[config.mk]
export PLATFORM = sky130hd
export DESIGN_NAME = sgr_ctrl
export DESIGN_NICKNAME = d
export VERILOG_FILES = /design/src/sgr_pkg.sv /design/src/sgr_ctrl.sv
export SDC_FILE = /design/constraint.sdc
export NUM_CORES = 1
export LEC_CHECK = 0
export ABC_AREA = 1
export BUFFER_PORTS_ARGS = -buffer_cell sky130_fd_sc_hd__buf_2
export CAP_MARGIN = 0
export CORE_MARGIN = 4
export CORE_UTILIZATION = 53
export CTS_CLUSTER_SIZE = 28
export DETAILED_ROUTE_END_ITERATION = 10
export PLACE_DENSITY = 0.91
export SYNTH_ARGS = -nofsm -noshare
export SYNTH_HDL_FRONTEND = slang
export SYNTH_SLANG_ARGS = --single-unit
export TNS_END_PERCENT = 10
[constraint.sdc]
create_clock -name clk_i -period 2.4 [get_ports clk_i]
set_input_delay 0.12 -clock clk_i [delete_from_list [all_inputs] [get_ports clk_i]]
set_output_delay 0.12 -clock clk_i [all_outputs]
set_load 0.02 [all_outputs]
[src/sgr_pkg.sv]
// shared types, command codes and the 5x7 font table of the glyph rasterizer
package sgr_pkg;

  typedef enum logic [1:0] {
    CMD_CLEAR = 2'd0,
    CMD_DRAW  = 2'd1,
    CMD_READ  = 2'd2,
    CMD_NONE  = 2'd3
  } sgr_cmd_e;

  localparam logic [7:0] CHAR_FIRST = 8'h20;
  localparam logic [7:0] CHAR_LAST  = 8'h7E;
  localparam int GLYPH_COLS = 5;
  localparam int GLYPH_ROWS = 8;

  // controller to datapath
  typedef struct packed {
    logic load;
    logic addr_zero;
    logic sweep;
    logic col_step;
    logic row_init;
    logic row_step;
    logic rmw_write;
    logic read_capture;
  } sgr_ctrl_t;

  // datapath to controller
  typedef struct packed {
    logic sweep_last;
    logic draw_ok;
    logic col_last;
    logic col_visible;
    logic page_write;
    logic row_last;
    logic rows_done;
  } sgr_stat_t;

  // one entry per printable character, column 0 in the top byte
  localparam logic [39:0] GLYPH_ROM [0:94] = '{
    40'h0000000000, 40'h00005F0000, 40'h0007000700, 40'h147F147F14, 40'h242A7F2A12,
    40'h2313086462, 40'h3649552250, 40'h0005030000, 40'h001C224100, 40'h0041221C00,
    40'h082A1C2A08, 40'h08083E0808, 40'h0050300000, 40'h0808080808, 40'h0030300000,
    40'h2010080402, 40'h3E5149453E, 40'h00427F4000, 40'h4261514946, 40'h2141454B31,
    40'h1814127F10, 40'h2745454539, 40'h3C4A494930, 40'h0171090503, 40'h3649494936,
    40'h064949291E, 40'h0036360000, 40'h0056360000, 40'h0008142241, 40'h1414141414,
    40'h4122140800, 40'h0201510906, 40'h304979413E, 40'h7E1111117E, 40'h7F49494936,
    40'h3E41414122, 40'h7F4141221C, 40'h7F49494941, 40'h7F09090901, 40'h3E4149497A,
    40'h7F0808087F, 40'h00417F4100, 40'h2040413F01, 40'h7F08142241, 40'h7F40404040,
    40'h7F0204027F, 40'h7F0408107F, 40'h3E4141413E, 40'h7F09090906, 40'h3E4151215E,
    40'h7F09192946, 40'h4649494931, 40'h01017F0101, 40'h3F4040403F, 40'h1F2040201F,
    40'h3F4038403F, 40'h6314081463, 40'h0708700807, 40'h6151494543, 40'h007F414100,
    40'h0204081020, 40'h0041417F00, 40'h0402010204, 40'h4040404040, 40'h0001020400,
    40'h2054545478, 40'h7F48444438, 40'h3844444420, 40'h384444487F, 40'h3854545418,
    40'h087E090102, 40'h081454543C, 40'h7F08040478, 40'h00447D4000, 40'h2040443D00,
    40'h7F10284400, 40'h00417F4000, 40'h7C04180478, 40'h7C08040478, 40'h3844444438,
    40'h7C14141408, 40'h081414187C, 40'h7C08040408, 40'h4854545420, 40'h043F444020,
    40'h3C4040207C, 40'h1C2040201C, 40'h3C4030403C, 40'h4428102844, 40'h0C5050503C,
    40'h4464544C44, 40'h0008364100, 40'h00007F0000, 40'h0041360800, 40'h0804081008
  };

  // font column of a character, bit r = row r; zero outside the printable range
  function automatic logic [7:0] glyph_column(logic [7:0] code, logic [2:0] col);
    logic [39:0] bits;
    logic [7:0]  offs;
    logic [7:0]  res;
    offs = code - CHAR_FIRST;
    if (code >= CHAR_FIRST && code <= CHAR_LAST) begin
      bits = GLYPH_ROM[offs[6:0]];
    end else begin
      bits = '0;
    end
    case (col)
      3'd0:    res = bits[39:32];
      3'd1:    res = bits[31:24];
      3'd2:    res = bits[23:16];
      3'd3:    res = bits[15:8];
      3'd4:    res = bits[7:0];
      default: res = 8'h00;
    endcase
    return res;
  endfunction

endpackage

[src/sgr_ctrl.sv]
// sequencing state machine of the glyph rasterizer
module sgr_ctrl (
  input  logic               clk_i,
  input  logic               rst_ni,
  input  logic               start,
  input  logic [1:0]         cmd_i,
  output logic               busy,
  output logic               result_valid_o,
  output sgr_pkg::sgr_ctrl_t ctrl_o,
  input  sgr_pkg::sgr_stat_t stat_i
);

  typedef enum logic [3:0] {
    ST_SWEEP_RST,
    ST_IDLE,
    ST_SWEEP,
    ST_DRAW_CHECK,
    ST_COL,
    ST_ROW,
    ST_RMW_RD,
    ST_RMW_WR,
    ST_RD_ADDR,
    ST_RD_DATA,
    ST_DONE
  } state_e;

  state_e state_q, state_d;
  logic   busy_q;
  logic   valid_q;

  always_comb begin
    state_d = state_q;
    ctrl_o  = '0;
    case (state_q)
      ST_SWEEP_RST: begin
        ctrl_o.sweep = 1'b1;
        if (stat_i.sweep_last) state_d = ST_IDLE;
      end
      ST_IDLE: begin
        if (start) begin
          ctrl_o.load = 1'b1;
          case (cmd_i)
            sgr_pkg::CMD_CLEAR: begin
              ctrl_o.addr_zero = 1'b1;
              state_d          = ST_SWEEP;
            end
            sgr_pkg::CMD_DRAW: state_d = ST_DRAW_CHECK;
            sgr_pkg::CMD_READ: state_d = ST_RD_ADDR;
            default:           state_d = ST_DONE;
          endcase
        end
      end
      ST_SWEEP: begin
        ctrl_o.sweep = 1'b1;
        if (stat_i.sweep_last) state_d = ST_DONE;
      end
      ST_DRAW_CHECK: begin
        state_d = stat_i.draw_ok ? ST_COL : ST_DONE;
      end
      ST_COL: begin
        if (stat_i.col_visible) begin
          ctrl_o.row_init = 1'b1;
          state_d         = ST_ROW;
        end else if (stat_i.col_last) begin
          state_d = ST_DONE;
        end else begin
          ctrl_o.col_step = 1'b1;
        end
      end
      ST_ROW: begin
        ctrl_o.row_step = 1'b1;
        if (stat_i.page_write) begin
          state_d = ST_RMW_RD;
        end else if (stat_i.row_last) begin
          if (stat_i.col_last) begin
            state_d = ST_DONE;
          end else begin
            ctrl_o.col_step = 1'b1;
            state_d         = ST_COL;
          end
        end
      end
      ST_RMW_RD: state_d = ST_RMW_WR;
      ST_RMW_WR: begin
        ctrl_o.rmw_write = 1'b1;
        if (!stat_i.rows_done) begin
          state_d = ST_ROW;
        end else if (stat_i.col_last) begin
          state_d = ST_DONE;
        end else begin
          ctrl_o.col_step = 1'b1;
          state_d         = ST_COL;
        end
      end
      ST_RD_ADDR: state_d = ST_RD_DATA;
      ST_RD_DATA: begin
        ctrl_o.read_capture = 1'b1;
        state_d             = ST_DONE;
      end
      ST_DONE: state_d = ST_IDLE;
      default: state_d = ST_IDLE;
    endcase
  end

  always_ff @(posedge clk_i or negedge rst_ni) begin
    if (!rst_ni) begin
      state_q <= ST_SWEEP_RST;
      busy_q  <= 1'b1;
      valid_q <= 1'b0;
    end else begin
      state_q <= state_d;
      busy_q  <= state_d != ST_IDLE;
      valid_q <= state_d == ST_DONE;
    end
  end

  assign busy           = busy_q;
  assign result_valid_o = valid_q;

endmodule

==> Word-level counts from Yosys, hierarchy flattened <==
Index checks and enable logic that the tools add are counted.
W data, S select, Z words.
{ "totals": {"register_bits": 6, "inputBits": 12, "output_inout_bits": 10, "word_cells": 46} }
{ "op_classes": {"n_eq_ne": 13, "mux": 27, "reduce_logical": 3} }
{ "ops": {"columns": ["operator", "n"], "rows": [
  ["$mux W4", 10],
  ["$pmux W4 S10", 1],
  ["$eq A4 B3 Y1 const B", 4],
  ["$eq A4 B4 Y1 const B", 3],
  ["$mux W1", 12],
  ["$pmux W4 S3", 1],
  ["$eq A4 B2 Y1 const B", 2],
  ["$eq A4 B1 Y1 const B", 1],
  ["$logic_not A4 Y1", 1],
  ["$mux W2", 2],
  ["$ne A4 B1 Y1 const B", 1],
  ["$pmux W1 S3", 1],
  ["$eq A2 B1 Y1 const B", 1],
  ["$eq A2 B2 Y1 const B", 1],
  ["$logic_not A2 Y1", 1],
  ["$reduce_or A2 Y1", 1]
]} }

==> Longest topological paths before layout <==
Gate-level depths: netlist of run 1.
{ "depth": {"depth_word": 5, "mapped_depth": 10, "ltp_nobuf": 10} }

==> Worst setup path after synthesis of run 1 <==
OpenSTA, ideal clock, no wires.
{ "synth_timing": {"kind": "register to output", "from": "register state_q[3]", "to": "output ctrl_o[6] (netlist bit)", "arrival_time_ns": 1.382, "required_time_ns": 2.280, "slack_ns": 0.898, "path_stages_with_launch": 4, "path_buffers": 0, "path_cell_list": "dfrtp_1 nor2_2 nand2_2 nor4_1"} }
{ "synth_lines": {"columns": ["element", "line_no", "source"], "rows": [
  ["start, declared", "sgr_ctrl.sv:27", "state_e state_q, state_d;"],
  ["start signal, assigned", "sgr_ctrl.sv:111", "state_q <= state_d;"],
  ["end, declared", "sgr_ctrl.sv:9", "output sgr_pkg::sgr_ctrl_t ctrl_o,"]
]} }

==> implementation parameters, run 1 <==
Parameter                              Value

Min path
  Hold Path Class    in2reg

Worst setup path
  Critical path class    reg2out
  Data arrival time of the critical path    1610 ps
  Crit Path Max Fanout    7
  Maximum cell stage delay along the critical path    around 480 ps
  CP top delay family    simple AND/OR/NAND/NOR gates
  Buffer and inverter count on the worst path    2
  Nature of the critical path endpoint    output port
  Cells traversed along the worst timing path    nor2_1, nand2_2, inv_2, nand3_1, o311ai_1, buf_2
  Kind of start point of the critical path    flip-flop
  Worst path slowest cell    dfrtp_1
  Critical path required time    2280 ps

STA
  Setup violations, final    0
  Min cycle time layout    1730 ps
  Final hold violations    0
  Worst-case headroom to the max-slew limit    78.1%
  Worst setup margin    668 ps
  Final setup TNS    0 ps
  Setup repair after global routing missed its margin    false
  Final worst path period share    between 70% and 80%
  Transition time at the pin with the least slew margin    between 300 and 400 ps
  Achievable clock frequency    about 0.58 GHz
  Final Max Tran Viols    0
  Clock skew    17.0 ps
  Smallest hold slack    148 ps

GRT
  Maximum number of pins on one net before global-route repair    10
  Total congestion overflow after global routing    0
  Initial antenna violation count    0
  Overall track demand over capacity in global routing    23.8%
  Vias in the first global route    about 830
  First-pass GRT wire length    3460 um

Die
  Initial Util    59.7%
  Chip height    between 40 and 50 um
  Core Region    about 1200 sq um
  Die ar.    1960 sq um
  Row cnt    12
  Width of the chip    44.3 um
  Io pins    22

Synth
  Syn Area/Cell    6.03 sq um
  Share of the yosys chip area belonging to registers    21.6%
  Count of yosys warnings during synthesis    0
  Flip-flop and latch count after synthesis    6
  Synth cell types    21
  Syn_nets    128
  Cell count after synthesis    approximately 120
  Netlist area before placement    approximately 700 sq um

Power
  Total leakage power    0.000500 uW
  IR Drop Worst-Case VDD    0.686 mV
  Pwr dens    1100 nW/um^2

Clock tree
  Deepest level of the CTS H-tree    1
  Number of clock sinks    6
  Library cell used as clock root buffer    clkbuf_4
  Total clock buffers created by CTS    3
  Worst skew pair latency    260 ps
  Buffer levels on the longest clock path    2
  CTS-repair resized insts    0
  Clock tree from TritonCTS    done
  Number of hold buffers added after CTS    1
  Post-CTS setup buffer count    0
  Clock-pin slew on the worst setup and hold paths    about 60 ps

Placed design
  Placer congestion estimate    0.883
  IO Port Bufs    21
  Number of cells in the design after placement    150
  Placed wire-length estimate    1610 um
  Post-placement worst setup slack    between 900 and 1000 ps

Layout
  Layout overhead on the synthesized area    22.0%
  Commonest non-fill, non-tap cells in the layout    nand2_1, buf_2, inv_1
  Cell Count, Final, Fillers Out    between 150 and 200
  ANT cells    0
  Nets    ~150
  Ratio of cells with drive above 1 in the final layout    36.9%
  Leading cell type in the layout, fill and taps excluded    nand2_1

Routing
  Routed via count    between 800 and 900
  Routed wire per std cell    13.1 um
  Remaining DRCs    0
  1st-pass router iterations    4
  Routed WL    2030 um
  Number of nets with antenna violations after routing    0
  Mean number of vias per cell    roughly 5.5
  Initial DRC Count    68

Status
  Run status    finished, final reports clean

Flow run
  Number of max-cap violations    0
## synth_stat cells, drive strengths merged
master  count  area share (%)
buf         1            0.71
dfrtp       5              18
dfstp       1             3.8
inv        22              12
nand2      36              23
nand3      15              12
nand3b      1             1.1
nand4       2             1.8
nor2       24              20
nor2b       1            0.90
nor4        1            0.90
o21ai       6             4.8
o311ai      1             1.3
## worst reg2reg max path: cells and delay by family, from the launching register on
kind	cells	cell delay (ps)
flops	1	480
simple gates	6	920
## state kept, by name, indices dropped and copies added (netlist names)
| register | cells |
|---|---|
| result_valid_o | 1 |
| state_q | 4 |
| busy | 1 |
## worst paths after layout
kind / start / endpoint / slack (ps) / depth (start not counted)
hold / removal: cmd_i[0] / state_q[1] / 150 / 3
hold reg to reg: state_q[3] / state_q[0] / 880 / 4
setup reg to reg: state_q[0] / busy / 910 / 6
setup / recovery: state_q[0] / ctrl_o[4] / 670 / 6
max in group asynchronous: rst_ni / busy / 1950 / 2
min in group asynchronous: rst_ni / state_q[0] / 200 / 2
## kinds of logic (layout without fill, tap and decap cells)
kind of cell	after synthesis	in the layout	share of synthesized area (%)
compound gates	7	7	6.08
buf+inv	23	48	12.5
flops	6	6	21.6
simple gates	80	80	59.8
## cell type report
class	count	area (sq um)
multi-input combinational	87	460
fill	95	318
sequential	6	151
timing repair buffer	22	115
inverter	22	82.6
clock buffer	4	26.3
tap	14	17.5
## through the flow
stage | area [sq um] | util, % | total power (uW)
floorplan | 699 | - | 665
global placement | 817 | 69.8 | 780
detailed placement | 817 | 69.8 | 808
CTS | 853 | 72.9 | 923
global route | 853 | 72.9 | 1000
finish | 853 | 72.9 | 936
## report_power, final
part | internal (uW) | switching, uW
combinational | 195 | 402
sequential | 149 | 79.4
clock | 63.6 | 46.8
total | 408 | 528
## layer usage
metal	vias to the layer above	wire, um	GRT usage (%)
met1	373	801	27.1
li1	409	-	-
met4	0	95	18.1
met2	55	969	41.0
met5	-	0	0
met3	15	161	1.63
(Power assumes the default switching activity.)
==> inputs of run 2 (changes only) <==
- CORE_UTILIZATION: 53 -> 49
- PLACE_DENSITY: 0.91 -> 0.86
- clock period: 2.4 -> 1.7 ns (I/O delays scaled with it)
==> run 2 against run 1 <==
Against the previous run:
- combinational power increased by 36%
- final cell count increased by 0.65%
- die area increased by 6.7%
- worst hold slack got worse by 11 ps
- non-clock buffer count unchanged
==> implementation parameters, run 2 (same netlist as run 1, synthesis figures left out) <==
Parameter                              Value

Clock tree
  Library cell used as clock root buffer    clkbuf_4
  Number of clock sinks    6
  Buffer levels on the longest clock path    2
  Worst skew pair latency    roughly 240 ps
  Clock-pin slew on the worst setup and hold paths    approximately 50 ps
  Post-CTS setup buffer count    0
  Clock tree from TritonCTS    done
  Deepest level of the CTS H-tree    1
  Total clock buffers created by CTS    3

Layout
  Leading cell type in the layout, fill and taps excluded    nand2_1
  Commonest non-fill, non-tap cells in the layout    nand2_1, buf_2, inv_1
  Ratio of cells with drive above 1 in the final layout    39.0%
  Number of filler instances in the final layout    125
  Layout overhead on the synthesized area    22.9%
  ANT cells    0
  Combined area of the multi-input logic cells    463 sq um
  Nets    ~150
  Register Area    ~150 sq um
  Cell Count, Final, Fillers Out    156
  Register with the highest flop count    state_q
  Max reg flops    4

STA
  Worst-case headroom to the max-slew limit    between 70% and 80%
  Final worst path period share    about 94%
  Final hold violations    0
  Clock skew    about 8.4 ps
  Final Max Tran Viols    0
  Min cycle time layout    1600 ps
  Final setup TNS    0 ps
  Smallest hold slack    about 140 ps
  Transition time at the pin with the least slew margin    333 ps
  Achievable clock frequency    0.625 GHz
  Setup violations, final    0

Placed design
  Placed wire-length estimate    1420 um
  Placer congestion estimate    0.916
  IO Port Bufs    21
  Number of cells in the design after placement    151

Die
  Chip height    45.8 um
  Initial Util    53.1%
  Io pins    22
  Die ar.    2100 sq um
  Row cnt    13
  Core Region    1320 sq um
  Width of the chip    45.8 um

Worst setup path
  Cells traversed along the worst timing path    inv_2, nand2_4, nor2_4, nand4_1, o311ai_1, buf_2
  Critical path required time    roughly 1600 ps
  Maximum cell stage delay along the critical path    between 400 and 500 ps
  Data arrival time of the critical path    1510 ps
  Kind of start point of the critical path    flip-flop
  Nature of the critical path endpoint    output port
  Worst path slowest cell    dfrtp_1
  Buffer and inverter count on the worst path    2
  Crit Path Max Fanout    6
  CP top delay family    flip-flops
  Critical path class    reg2out

GRT
  Overall track demand over capacity in global routing    between 10% and 20%
  Initial antenna violation count    0
  Vias in the first global route    a little over 700
  Maximum number of pins on one net before global-route repair    10
  Total congestion overflow after global routing    0
  First-pass GRT wire length    roughly 2900 um

Routing
  Routed wire per std cell    11.0 um
  1st-pass router iterations    4
  Number of nets with antenna violations after routing    0
  Mean number of vias per cell    4.94
  Routed WL    about 1700 um
  Remaining DRCs    0
  Routed via count    between 700 and 800
  Initial DRC Count    19

Power
  IR Drop Worst-Case VDD    about 0.86 mV
  Total leakage power    roughly 0.00050 uW
  Pwr dens    1490 nW/um^2

Flow run
  Number of max-cap violations    0

Status
  Run status    finished, final reports clean

Min path
  Hold Path Class    in2reg
## run 2: cell count changes in the layout (fill, tap and decap cells not counted)
cell,before,now
dfrtp_1,5,3
nor2_1,13,12
nor2_2,6,7
dfrtp_2,0,2
## run 2: final cells by class
class | count | area share, %
Sequential cell | 6 | 17.9
Inverter | 22 | 9.61
Tap cell | 15 | 2.18
Multi-Input combinational cell | 87 | 53.9
Timing Repair Buffer | 22 | 13.4
Clock buffer | 4 | 3.06
## run 2: worst register-to-register path: cells and delay by family (launching register included)
kind                   cells  cell delay, ps
buffers and inverters      1              60
AND/OR/NAND/NOR            7             720
flip-flops                 1             490
## run 2: worst paths after layout
path / startpoint / end / slack (ps) / cells after the start
max: state_q[3] / ctrl_o[4] / 100 / 6
min: cmd_i[0] / state_q[1] / 140 / 3
max reg2reg: state_q[0] / result_valid_o / 320 / 8
min reg2reg: state_q[1] / state_q[1] / 840 / 4
max in group asynchronous: rst_ni / busy / 1290 / 2
min in group asynchronous: rst_ni / state_q[3] / 190 / 2
## run 2: stage by stage
stage          power (uW)  util [%]  setup slack, ps  instance area [sq um]
6_report             1280      65.2              101                    860
5_1_grt              1400      65.2          -0.0798                    860
4_1_cts              1270      64.9             90.9                    855
3_5_place_dp         1120      62.1              339                    818
3_3_place_gp         1110      62.1              320                    818
2_1_floorplan         938         -              233                    699
## run 2: power breakdown
part / switching, uW / leakage [uW] / internal, uW
Combinational: 532 / 0.000410 / 278
Sequential: 118 / 0.0000719 / 214
Clock: 49.3 / 0.0000150 / 88.8
## run 2: routing by layer
| metal | GRT usage (%) | vias to the layer above | wire (um) |
|---|---|---|---|
| li1 | - | 409 | - |
| met5 | 0 | - | 0 |
| met3 | 1.58 | 0 | 76 |
| met2 | 30.1 | 21 | 832 |
| met1 | 25.5 | 341 | 804 |
| met4 | 5.68 | 0 | 0 |
## run 2: timing repair
item | 4_1_cts | 5_1_grt
endpoints found under the hold margin | 6 | 0
resized for setup | 0 | 3
hold buffers | 1 | 0
setup endpoints to repair | 0 | 1
